## src/design/mbe_pkg.sv

```systemverilog
`timescale 1ns / 1ps

package mbe_pkg;

  localparam int unsigned FRAC_BITS = 28;
  localparam int unsigned COORD_W   = 32;
  localparam int unsigned STEP_W    = 31;
  localparam int unsigned LIMIT_W   = 16;
  localparam int unsigned POS_W     = 10;
  localparam int unsigned PIX_W     = 20;
  localparam int unsigned PROD_W    = 64;
  localparam int unsigned WIDE_W    = 66;
  localparam int unsigned UPC_W     = 3;

  localparam logic [2:0] REG_ITER_LIMIT = 3'd0;
  localparam logic [2:0] REG_LEFT_REAL  = 3'd1;
  localparam logic [2:0] REG_TOP_IMAG   = 3'd2;
  localparam logic [2:0] REG_REAL_STEP  = 3'd3;
  localparam logic [2:0] REG_IMAG_STEP  = 3'd4;

  // Four in Q8.56.
  localparam logic [PROD_W:0] BAIL_Q56 = (PROD_W + 1)'(4) << 56;

  typedef logic [UPC_W-1:0] upc_t;

  localparam upc_t UPC_CRE  = 3'd0;
  localparam upc_t UPC_CIM  = 3'd1;
  localparam upc_t UPC_INIT = 3'd2;
  localparam upc_t UPC_XX   = 3'd3;
  localparam upc_t UPC_YY   = 3'd4;
  localparam upc_t UPC_XY   = 3'd5;
  localparam upc_t UPC_UPD  = 3'd6;
  localparam upc_t UPC_FIN  = 3'd7;

  typedef enum logic [2:0] {
    MUL_NONE = 3'd0,
    MUL_CRE  = 3'd1,
    MUL_CIM  = 3'd2,
    MUL_XX   = 3'd3,
    MUL_YY   = 3'd4,
    MUL_XY   = 3'd5
  } mul_sel_e;

  typedef enum logic [1:0] {
    JMP_NEXT   = 2'd0,
    JMP_ALWAYS = 2'd1,
    JMP_LIMIT  = 2'd2,
    JMP_BAIL   = 2'd3
  } jmp_e;

  typedef struct packed {
    mul_sel_e mul_sel;
    logic     ld_cre;
    logic     ld_cim;
    logic     clr_z;
    logic     ld_xx;
    logic     ld_diff;
    logic     upd_z;
    logic     done;
    jmp_e     jmp;
    upc_t     target;
  } ctrl_t;

  typedef struct packed {
    logic limit_hit;
    logic bail;
  } status_t;

  typedef struct packed {
    logic        [LIMIT_W-1:0] iter_limit;
    logic signed [COORD_W-1:0] left_real;
    logic signed [COORD_W-1:0] top_imag;
    logic        [STEP_W-1:0]  real_step;
    logic        [STEP_W-1:0]  imag_step;
  } cfg_t;

  localparam ctrl_t CTRL_NOP = '{mul_sel: MUL_NONE, ld_cre: 1'b0, ld_cim: 1'b0,
                                 clr_z: 1'b0, ld_xx: 1'b0, ld_diff: 1'b0,
                                 upd_z: 1'b0, done: 1'b0, jmp: JMP_NEXT,
                                 target: UPC_CRE};

  function automatic ctrl_t ucode(input upc_t upc);
    ctrl_t w;
    w = CTRL_NOP;
    case (upc)
      UPC_CRE: begin
        w.mul_sel = MUL_CRE;
      end
      UPC_CIM: begin
        w.mul_sel = MUL_CIM;
        w.ld_cre  = 1'b1;
      end
      UPC_INIT: begin
        w.ld_cim = 1'b1;
        w.clr_z  = 1'b1;
      end
      UPC_XX: begin
        w.mul_sel = MUL_XX;
        w.jmp     = JMP_LIMIT;
        w.target  = UPC_FIN;
      end
      UPC_YY: begin
        w.mul_sel = MUL_YY;
        w.ld_xx   = 1'b1;
      end
      UPC_XY: begin
        w.mul_sel = MUL_XY;
        w.ld_diff = 1'b1;
        w.jmp     = JMP_BAIL;
        w.target  = UPC_FIN;
      end
      UPC_UPD: begin
        w.upd_z  = 1'b1;
        w.jmp    = JMP_ALWAYS;
        w.target = UPC_XX;
      end
      UPC_FIN: begin
        w.done   = 1'b1;
        w.jmp    = JMP_ALWAYS;
        w.target = UPC_FIN;
      end
      default: begin
        w = CTRL_NOP;
      end
    endcase
    return w;
  endfunction

  function automatic logic signed [COORD_W-1:0] sat32(input logic signed [WIDE_W-1:0] v);
    logic signed [COORD_W-1:0] r;
    if (v > 66'sd2147483647) begin
      r = 32'sh7FFF_FFFF;
    end else if (v < -66'sd2147483648) begin
      r = 32'sh8000_0000;
    end else begin
      r = v[COORD_W-1:0];
    end
    return r;
  endfunction

endpackage

```

## src/design/mbe_datapath.sv

```systemverilog
`timescale 1ns / 1ps

module mbe_datapath (
  input  logic                                clk_i,
  input  logic                                rst_ni,
  input  logic                                start_i,
  input  logic [mbe_pkg::POS_W-1:0]           row_i,
  input  logic [mbe_pkg::POS_W-1:0]           col_i,
  input  mbe_pkg::cfg_t                       cfg_i,
  input  mbe_pkg::ctrl_t                      ctrl_i,
  output mbe_pkg::status_t                    status_o,
  output logic [mbe_pkg::LIMIT_W-1:0]         iter_o
);

  localparam int unsigned OPW = mbe_pkg::COORD_W + 1;

  logic        [mbe_pkg::POS_W-1:0]   row_q, col_q;
  logic signed [mbe_pkg::PROD_W-1:0]  p_q, xx_q, diff_q;
  logic signed [mbe_pkg::COORD_W-1:0] cre_q, cim_q, x_q, y_q;
  logic        [mbe_pkg::LIMIT_W-1:0] iter_q;

  logic signed [OPW-1:0]              op_a, op_b;
  logic signed [2*OPW-1:0]            prod;
  logic                               mul_en;
  logic        [mbe_pkg::PROD_W:0]    mag_sum;

  always_comb begin
    op_a   = '0;
    op_b   = '0;
    mul_en = 1'b1;
    case (ctrl_i.mul_sel)
      mbe_pkg::MUL_CRE: begin
        op_a = OPW'(col_q);
        op_b = OPW'(cfg_i.real_step);
      end
      mbe_pkg::MUL_CIM: begin
        op_a = OPW'(row_q);
        op_b = OPW'(cfg_i.imag_step);
      end
      mbe_pkg::MUL_XX: begin
        op_a = OPW'(x_q);
        op_b = OPW'(x_q);
      end
      mbe_pkg::MUL_YY: begin
        op_a = OPW'(y_q);
        op_b = OPW'(y_q);
      end
      mbe_pkg::MUL_XY: begin
        op_a = OPW'(x_q);
        op_b = OPW'(y_q);
      end
      default: begin
        mul_en = 1'b0;
      end
    endcase
  end

  assign prod    = op_a * op_b;
  assign mag_sum = (mbe_pkg::PROD_W + 1)'(unsigned'(xx_q)) +
                   (mbe_pkg::PROD_W + 1)'(unsigned'(p_q));

  assign status_o.limit_hit = (iter_q >= cfg_i.iter_limit);
  assign status_o.bail      = (mag_sum > mbe_pkg::BAIL_Q56);
  assign iter_o             = iter_q;

  always_ff @(posedge clk_i) begin
    if (start_i) begin
      row_q <= row_i;
      col_q <= col_i;
    end
    if (mul_en) begin
      p_q <= prod[mbe_pkg::PROD_W-1:0];
    end
    if (ctrl_i.ld_cre) begin
      cre_q <= mbe_pkg::sat32(mbe_pkg::WIDE_W'(cfg_i.left_real) +
                              mbe_pkg::WIDE_W'(p_q));
    end
    if (ctrl_i.ld_cim) begin
      cim_q <= mbe_pkg::sat32(mbe_pkg::WIDE_W'(cfg_i.top_imag) -
                              mbe_pkg::WIDE_W'(p_q));
    end
    if (ctrl_i.ld_xx) begin
      xx_q <= p_q;
    end
    if (ctrl_i.ld_diff) begin
      diff_q <= xx_q - p_q;
    end
    if (ctrl_i.clr_z) begin
      x_q <= '0;
      y_q <= '0;
    end else if (ctrl_i.upd_z) begin
      // The shift by one less fraction bit doubles the cross product.
      x_q <= mbe_pkg::sat32(mbe_pkg::WIDE_W'(diff_q >>> mbe_pkg::FRAC_BITS) +
                            mbe_pkg::WIDE_W'(cre_q));
      y_q <= mbe_pkg::sat32(mbe_pkg::WIDE_W'(p_q >>> (mbe_pkg::FRAC_BITS - 1)) +
                            mbe_pkg::WIDE_W'(cim_q));
    end
  end

  always_ff @(posedge clk_i or negedge rst_ni) begin
    if (!rst_ni) begin
      iter_q <= '0;
    end else if (ctrl_i.clr_z) begin
      iter_q <= '0;
    end else if (ctrl_i.upd_z) begin
      iter_q <= iter_q + mbe_pkg::LIMIT_W'(1);
    end
  end

endmodule

```

## src/design/mandelbrot_escape_time.sv

```systemverilog
`timescale 1ns / 1ps
// A pixel's result is valid once it escapes (tested at the XY step) or reaches the limit L (tested at the XX step).
// One item at a time; the next item is taken the cycle after a result is registered.
// Each iteration takes four microcode steps around one shared 33x33 multiplier.
// Reset (rst_ni low, asynchronous) restores the default view and a limit of 5000.

module mandelbrot_escape_time #(
  parameter int unsigned IMAGE_WIDTH = 1024
) (
  input  logic        clk_i,
  input  logic        rst_ni,
  input  logic        s_axis_tvalid_i,
  output logic        s_axis_tready_o,
  input  logic [23:0] s_axis_tdata_i,   // row [9:0], col [19:10], zero [23:20]
  output logic        m_axis_tvalid_o,
  input  logic        m_axis_tready_i,
  output logic [39:0] m_axis_tdata_o,   // escape_count [15:0], pixel_index [35:16], zero
  input  logic        cfg_we_i,
  input  logic [2:0]  cfg_index_i,
  input  logic [31:0] cfg_data_i
);

  localparam int unsigned PIX_FULL_W = mbe_pkg::POS_W + 14;

  typedef enum logic [1:0] {
    ST_IDLE = 2'b01,
    ST_RUN  = 2'b10
  } state_e;

  state_e               state_q, state_d;
  mbe_pkg::upc_t        upc_q, upc_d;
  mbe_pkg::cfg_t        cfg_q;
  mbe_pkg::ctrl_t       rom_word, ctrl;
  mbe_pkg::status_t     status;
  logic [mbe_pkg::LIMIT_W-1:0] iter;

  logic                        accept, jump, finish, out_free;
  logic [mbe_pkg::POS_W-1:0]   in_row, in_col;
  logic [PIX_FULL_W-1:0]       pix_full;
  logic [mbe_pkg::PIX_W-1:0]   pix_q;
  logic                        m_valid_q;
  logic [39:0]                 m_data_q;

  assign in_row = s_axis_tdata_i[9:0];
  assign in_col = s_axis_tdata_i[19:10];

  assign s_axis_tready_o = (state_q == ST_IDLE);
  assign accept          = s_axis_tvalid_i && s_axis_tready_o;
  assign out_free        = !m_valid_q || m_axis_tready_i;

  assign rom_word = mbe_pkg::ucode(upc_q);
  assign ctrl     = (state_q == ST_RUN) ? rom_word : mbe_pkg::CTRL_NOP;
  assign finish   = ctrl.done && out_free;

  always_comb begin
    case (ctrl.jmp)
      mbe_pkg::JMP_ALWAYS: jump = 1'b1;
      mbe_pkg::JMP_LIMIT:  jump = status.limit_hit;
      mbe_pkg::JMP_BAIL:   jump = status.bail;
      default:             jump = 1'b0;
    endcase
  end

  always_comb begin
    state_d = state_q;
    upc_d   = upc_q;
    case (state_q)
      ST_IDLE: begin
        upc_d = mbe_pkg::UPC_CRE;
        if (accept) begin
          state_d = ST_RUN;
        end
      end
      ST_RUN: begin
        if (finish) begin
          state_d = ST_IDLE;
          upc_d   = mbe_pkg::UPC_CRE;
        end else if (jump) begin
          upc_d = ctrl.target;
        end else begin
          upc_d = upc_q + mbe_pkg::UPC_W'(1);
        end
      end
      default: begin
        state_d = ST_IDLE;
        upc_d   = mbe_pkg::UPC_CRE;
      end
    endcase
  end

  always_ff @(posedge clk_i or negedge rst_ni) begin
    if (!rst_ni) begin
      state_q <= ST_IDLE;
      upc_q   <= mbe_pkg::UPC_CRE;
    end else begin
      state_q <= state_d;
      upc_q   <= upc_d;
    end
  end

  always_ff @(posedge clk_i or negedge rst_ni) begin
    if (!rst_ni) begin
      cfg_q.iter_limit <= mbe_pkg::LIMIT_W'(5000);
      cfg_q.left_real  <= -32'sd536870912;
      cfg_q.top_imag   <= 32'sd281857229;
      cfg_q.real_step  <= mbe_pkg::STEP_W'(787201);
      cfg_q.imag_step  <= mbe_pkg::STEP_W'(787457);
    end else if (cfg_we_i) begin
      case (cfg_index_i)
        mbe_pkg::REG_ITER_LIMIT: cfg_q.iter_limit <= cfg_data_i[mbe_pkg::LIMIT_W-1:0];
        mbe_pkg::REG_LEFT_REAL:  cfg_q.left_real  <= cfg_data_i;
        mbe_pkg::REG_TOP_IMAG:   cfg_q.top_imag   <= cfg_data_i;
        mbe_pkg::REG_REAL_STEP:  cfg_q.real_step  <= cfg_data_i[mbe_pkg::STEP_W-1:0];
        mbe_pkg::REG_IMAG_STEP:  cfg_q.imag_step  <= cfg_data_i[mbe_pkg::STEP_W-1:0];
        default: ;
      endcase
    end
  end

  assign pix_full = PIX_FULL_W'(in_row) * PIX_FULL_W'(IMAGE_WIDTH) + PIX_FULL_W'(in_col);

  always_ff @(posedge clk_i) begin
    if (accept) begin
      pix_q <= pix_full[mbe_pkg::PIX_W-1:0];
    end
    if (finish) begin
      m_data_q <= {4'b0, pix_q, iter};
    end
  end

  always_ff @(posedge clk_i or negedge rst_ni) begin
    if (!rst_ni) begin
      m_valid_q <= 1'b0;
    end else if (finish) begin
      m_valid_q <= 1'b1;
    end else if (m_axis_tready_i) begin
      m_valid_q <= 1'b0;
    end
  end

  assign m_axis_tvalid_o = m_valid_q;
  assign m_axis_tdata_o  = m_data_q;

  mbe_datapath u_datapath (
    .clk_i    (clk_i),
    .rst_ni   (rst_ni),
    .start_i  (accept),
    .row_i    (in_row),
    .col_i    (in_col),
    .cfg_i    (cfg_q),
    .ctrl_i   (ctrl),
    .status_o (status),
    .iter_o   (iter)
  );

endmodule

```

## config.mk

```make
export PLATFORM = sky130hd
export DESIGN_NAME = mandelbrot_escape_time
export DESIGN_NICKNAME = d
export VERILOG_FILES = /design/src/design/mbe_pkg.sv /design/src/design/mbe_datapath.sv /design/src/design/mandelbrot_escape_time.sv
export SDC_FILE = /design/constraint.sdc
export NUM_CORES = 2
export LEC_CHECK = 0
export ABC_AREA = 0
export BUFFER_PORTS_ARGS = -buffer_cell sky130_fd_sc_hd__buf_2
export CORE_MARGIN = 2
export CORE_UTILIZATION = 55
export CTS_BUF_LIST = sky130_fd_sc_hd__clkbuf_4 sky130_fd_sc_hd__clkbuf_8
export CTS_CLUSTER_DIAMETER = 30
export DETAILED_ROUTE_END_ITERATION = 10
export PLACE_DENSITY = 0.71
export SLEW_MARGIN = 15
export SYNTH_ARGS = -nofsm -noshare
export SYNTH_HDL_FRONTEND = slang
export SYNTH_SLANG_ARGS = --single-unit
export TNS_END_PERCENT = 1
```

## constraint.sdc

```tcl
create_clock -name clk_i -period 17.6 [get_ports clk_i]
set_clock_uncertainty 0.05 [all_clocks]
set_input_delay 2.64 -clock clk_i [delete_from_list [all_inputs] [get_ports clk_i]]
set_output_delay 2.64 -clock clk_i [all_outputs]
set_load 0.05 [all_outputs]
```

== Yosys cells after proc, flatten, opt, wreduce, memory -nomap -nowiden ==
Index checks and enable logic that the tools add are counted.

* Bits in registers: 560
* Input port bits: 64
* Word-level logic and storage cells: 109

* Add/sub/neg operators: 9
* Multiply operators: 1
* Order comparisons: 10
* Eq/ne operators: 23
* Mux-type cells: 29
* Reduce and logical (&&, ||, !) cells: 17

{| class="wikitable"
|+ Operator list
! operator !! number
|-
| greater-than comparator 66 x 32 -> 1 bit, second input constant || 4
|-
| < comparator 66 x 32 -> 1 bit, second input constant || 4
|-
| one-hot mux 33 bit (4 select lines) || 2
|-
| 2-to-1 mux 32 bit || 6
|-
| adder 32 x 64 -> 65 bit || 1
|-
| adder 64 x 64 -> 65 bit || 1
|-
| greater-than comparator 65 x 59 -> 1 bit, second input constant || 1
|-
| subtractor 32 x 64 -> 65 bit || 1
|-
| multiplier 33 x 33 -> 64 bit || 1
|-
| subtractor 64 bit || 1
|-
| adder 37 x 32 -> 38 bit || 1
|-
| adder 36 x 32 -> 37 bit || 1
|-
| 2-to-1 mux 16 bit || 2
|-
| == test 3 bit, second input constant || 7
|-
| adder 20 x 10 -> 20 bit || 1
|-
| one-hot mux 5 bit (4 select lines) || 1
|-
| == test 3 x 2 -> 1 bit, second input constant || 6
|-
| adder 16 x 1 -> 16 bit, second input constant || 1
|-
| >= comparator 16 bit || 1
|-
| 2-to-1 mux 15 bit || 1
|-
| one-hot mux 3 bit (5 select lines) || 1
|-
| AND reduction 2 bit || 6
|-
| == test 3 x 1 -> 1 bit, second input constant || 3
|-
| 2-to-1 mux 3 bit || 3
|-
| other kinds (16) || 32
|}

== Longest topological paths before layout ==
* Depth after elaboration: 8
* Gate-level depth with buffers: 42
* Mapped depth without buffers: 39

== Hierarchy ==
Synthesis repeated with hierarchy kept, for this count alone.

* Cells, all modules: 8,120
* Area total of the unflattened synthesis: 74,547.7 um^2

{| class="wikitable"
|+ By module, submodules not included
! module !! instances !! cells an instance !! area each (um^2) !! sequential area each (um^2)
|-
| mbe_datapath || 1 || 7,699 || 67,018.0 || 9,128.8
|-
| mandelbrot_escape_time || 1 || 421 || 7,529.7 || 5,425.2
|}

== Worst setup path before layout ==
No wires, ideal clock.

* Path type: reg-to-reg
* From: register upc_q[1]
* To: register u_datapath.p_q[63] (netlist name) (data pin)
* Library setup time: 260 ps
* Arrival: 10,448 ps
* Data required time: 17,290 ps
* Setup slack: 6,842 ps
* Cell stages (with the launch flop): 40
* Path buffers: 5
* Period minus slack after synthesis: 10,758 ps
* Path through: dfrtp_1 -> inv_1 -> ha_1 -> clkbuf_1 -> and3_1 -> a22o_1 -> clkbuf_1 -> buf_1 -> clkbuf_1 -> a22o_1 -> clkbuf_1 -> nand2_1 -> fa_1 -> inv_1 -> fa_1 -> fa_1 -> inv_1 -> fa_1 -> (+4 left out) -> inv_1 -> fa_1 -> inv_1 -> ha_1 -> a21oi_1 -> o21ai_0 -> a21o_1 -> a21oi_1 -> o211a_1 -> a21oi_1 -> o21ai_0 -> a21oi_1 -> o21ai_0 -> a21oi_1 -> a211o_1 -> a221o_1 -> a21oi_1 -> xnor2_1

* Cells in the longest elaborated chain, start to end: 7
* Elaborated cells on any way between the ends: 17
* Classes of those cells: 1 x mul; 9 x eq/ne; 4 x mux; 3 x reduce/logical

{| class="wikitable"
|+ RTL lines
! element !! RTL line !! source
|-
| from (decl) || mandelbrot_escape_time.sv:31 || <nowiki>mbe_pkg::upc_t upc_q, upc_d;</nowiki>
|-
| from (signal assigned) || mandelbrot_escape_time.sv:94 || <nowiki>upc_q <= mbe_pkg::UPC_CRE;</nowiki>
|-
| from (signal assigned) || mandelbrot_escape_time.sv:97 || <nowiki>upc_q <= upc_d;</nowiki>
|-
| == test 3 bit, or another cell as far along || mbe_pkg.sv:85 || <nowiki>case (upc)</nowiki>
|-
| one-hot mux 3 bit (5 select lines) (*) || mbe_pkg.sv:85 ||
|-
| 2-to-1 mux 15 bit (*) || mandelbrot_escape_time.sv:52 || <nowiki>assign ctrl = (state_q == ST_RUN) ? rom_word : mbe_pkg::CTRL_NOP;</nowiki>
|-
| == test 3 x 2 -> 1 bit or == test 3 bit (tied branches) || mbe_datapath.sv:31 || <nowiki>case (ctrl_i.mul_sel)</nowiki>
|-
| OR reduction 2 bit (no line) || n/a ||
|-
| one-hot mux 33 bit (4 select lines) || mbe_datapath.sv:31 ||
|-
| multiplier 33 x 33 -> 64 bit (*) || mbe_datapath.sv:58 || <nowiki>assign prod = op_a * op_b;</nowiki>
|-
| named net u_datapath.prod[63] || mbe_datapath.sv:23 || <nowiki>logic signed [2*OPW-1:0] prod;</nowiki>
|-
| to (signal assigned) || mbe_datapath.sv:72 || <nowiki>p_q <= prod[mbe_pkg::PROD_W-1:0];</nowiki>
|-
| to (decl) || mbe_datapath.sv:18 || <nowiki>logic signed [mbe_pkg::PROD_W-1:0] p_q, xx_q, diff_q;</nowiki>
|}

The timed path passes the listed nets; every way through them passes the cells marked *.
A chain may end at the register's enable or synchronous reset.

== Worst setup path after layout ==
* From: register upc_q[2]
* To: register u_datapath.p_q[63] (netlist name) (data pin)

The elaborated chain is that of the path after synthesis.

==> impl_metrics.sql <==
INSERT INTO impl_metrics (metric_group, metric, value, unit) VALUES
('status', 'run_status', 'complete, no violations', ''),
('placement', 'port-buffer-count', '97', ''),
('synthesis', 'synth_warnings', '0', ''),
('clocking', 'path_clk_slew', '60', 'ps'),
('layout', 'multiInputGateArea', '54000', 'um^2'),
('layout', 'finish.net_count', '9841', ''),
('clocking', 'cts_buffer_depth', '3', ''),
('synthesis', 'synth_compound_gate_area_share', '14.0', '%'),
('detailed_routing', 'totalWireLength', '258', 'mm'),
('detailed_routing', 'drc', '0', ''),
('synthesis', 'synth_async_sr_flop_share', '32.0', '%'),
('critical_path', 'slowest_stage', 'dfrtp_1', ''),
('synthesis', 'simple_gate_area_share_of_the_yosys_netlist', '12.8', '%'),
('synthesis', 'synth_fa_ha_area_share', '39.4', '%'),
('clocking', 'cts_setup_buffers', '0', ''),
('critical_path', 'startpoint', 'upc_q[2]', ''),
('global_route', 'first_global_vias', '63300', ''),
('synthesis', 'yosys.area.top_type', 'fa_1', ''),
('synthesis', 'post_synth_inst_count', '8088', ''),
('power_and_ir_drop', 'powerDensity', '81.0', 'nW/um^2'),
('global_route', 'globalRoute.busiestLayer', 'met2', ''),
('floorplanning', 'core_region_area', '134000', 'um^2'),
('layout', 'flow.area_growth_from_synthesis', '7.83', '%'),
('global_route', 'grt.met1_usage', '50.0', '%'),
('critical_path', 'crit_top_cell', 'fa_1', ''),
('critical_path', 'reg2reg_from', 'upc_q[2]', ''),
('synthesis', 'dominantRegCellSynth', 'edfxtp_1', ''),
('clocking', 'clk_latency', '830', 'ps'),
('synthesis', 'synth_edf_count', '284', ''),
('critical_path', 'worst_setup_path_start_kind', 'flop', ''),
('worst_hold_path', 'holdCritStartpoint', 'm_axis_tvalid_o', ''),
('layout', 'post-route-util', '59.9', '%'),
('clocking', 'cts-buffers-inserted', '115', ''),
('global_route', 'overflow', '0', ''),
('critical_path', 'worst-r2r-setup-slack', '4720', 'ps'),
('detailed_routing', 'vias_per_cell', '6.21', ''),
('clocking', 'htree_num_levels', '3', ''),
('timing', 'report.final.slew_viol_count', '0', ''),
('critical_path', 'critPathKind', 'flop to flop', ''),
('layout', 'layout.cells.most_common', 'inv_1', ''),
('detailed_routing', 'dr.pass1.iters', '8', ''),
('synthesis', 'yosys-mux-area-fraction', '2.57', '%'),
('layout', 'fill_cells', '11500', ''),
('clocking', 'hold_buffers', '0', ''),
('timing', 'post-route-period-util', '73.2', '%'),
('worst_hold_path', 'min_path_type', 'flop to flop', ''),
('clocking', 'cts_resized', '0', ''),
('timing', 'timing.slew.headroom', '13.6', '%'),
('timing', 'achievable-frequency', '77.6', 'MHz'),
('synthesis', 'postSynthRegisterBits', '512', ''),
('clocking', 'cts.root.buffer_cell', 'clkbuf_8', ''),
('layout', 'final_layout_size_suffix_gt1_share', '9.04', '%'),
('timing', 'setup_viol_count_final', '0', ''),
('flow_run', 'max-cap-violations', '0', ''),
('critical_path', 'slowest_delay', '880', 'ps'),
('detailed_routing', 'drt.antenna.violating_nets', '0', ''),
('timing', 'setup_repair_after_global_routing_missed_its_margin', 'no', ''),
('timing', 'worst_slew_pin_tran', '1280', 'ps'),
('floorplanning', 'floorplan.die.height', '371', 'um'),
('synthesis', 'postSynthAreaPerCell', '9.17', 'um^2'),
('global_route', 'globalRouteMet3Util', '9.66', '%'),
('power_and_ir_drop', 'static-leakage-power', '37.8', 'nW'),
('synthesis', 'yosys.area_share.xor_xnor', '3.47', '%'),
('synthesis', 'cell_area_synth', '74200', 'um^2'),
('timing', 'timing_hold_violations_final', '0', ''),
('floorplanning', 'starting_density_of_the_core', '55.5', '%'),
('global_route', 'track_usage', '38.0', '%'),
('layout', 'layout_common_cells', 'inv_1, fa_1, nor2_1, nand2_1, ha_1', ''),
('critical_path', 'cp_max_fo', '37', ''),
('clocking', 'cts_tree', 'built', ''),
('detailed_routing', 'num_vias', '62000', '');
worst paths after layout:
kind | end | cells after the start
min in group asynchronous | cfg_q[132] | 1
setup reg to reg | u_datapath.p_q[63] | 36
hold reg to reg | m_axis_tvalid_o | 2
max in group asynchronous | cfg_q[27] | 2
hold / removal | m_axis_tvalid_o | 2
setup / recovery | u_datapath.p_q[63] | 36
area by class of cell:
| class | instances | area share (%) |
|---|---|---|
| multi-input cells | 5838 | 67.5 |
| flip-flops and latches | 512 | 17.4 |
| inverters | 1391 | 6.53 |
| well taps | 1768 | 2.77 |
| clock buffers | 134 | 2.19 |
| repair buffers | 246 | 2.01 |
| clock inverters | 84 | 1.56 |
| diodes | 7 | 0.0219 |
flip-flops by register name, summed over array words and instances (netlist names), 2 cells and up:
name,cells
state_q,2
u_datapath.x_q,32
u_datapath.y_q,32
u_datapath.cre_q,32
m_axis_tdata_o,36
u_datapath.p_q,64
u_datapath.cim_q,32
upc_q,3
cfg_q,142
u_datapath.iter_o,16
u_datapath.xx_q,64
u_datapath.diff_q,36
pix_q,20
through the flow:
step	setup WS, ps	total power, mW	area, um^2	instances
after global placement	5120	4.63	77000	9755
after detailed placement	5050	4.65	77000	9755
after global routing	4270	6.76	80000	9975
after floorplan	6840	3.62	74200	8091
final	4720	6.48	80000	9980
after CTS	4980	6.39	80000	9973
synthesized netlist by cell type, types with 41 or more instances:
cell and instances:
a211oi_1 51, o21ai_1 62, nand3_1 80, xnor2_1 192
nor3_1 89, o21bai_1 59, xor2_1 102, nor2b_1 41
a22oi_1 49, a21oi_1 383, nand2b_1 83, o21ai_0 252
nand4_1 67, edfxtp_1 284, a221o_1 81, ha_1 563
clkbuf_1 309, inv_1 1387, a21o_1 177, dfrtp_1 132
o21a_1 54, dfxtp_1 64, nor4_1 61, nor2_1 884
fa_1 1110, mux2_2 137, nand2_1 675
routing by layer:
layer / wire [um] / vias to the layer above
met5: 50 / -
li1: - / 26700
met2: 113000 / 3498
met3: 30200 / 773
met4: 16700 / 8
met1: 98800 / 31000
where the power goes:
group          leakage [nW]  switching, mW  internal [mW]
registers              5.11          0.183           1.49
clock network          1.51          0.665           1.06
logic                  31.1           2.06           1.02
cell families after synthesis:
| kind of cell | count (synthesis) |
|---|---|
| flops | 512 |
| other cells | 1 |
| simple gates | 2160 |
| fa+ha+maj | 1673 |
| compound gates | 1534 |
| xor+xnor | 294 |
| buf+inv | 1741 |
| mux | 173 |
worst max-delay path, delay by kind of cell, from the launching register on:
family,cells,cell delay [ps]
buffers and inverters,8,1510
DFF,1,880
xor gates and xnor gates,1,90
AOI/OAI and AO/OA,13,4300
adders and majority gates,10,4950
and+or+nand+nor,4,690
Power figures use the tool's default switching activity.
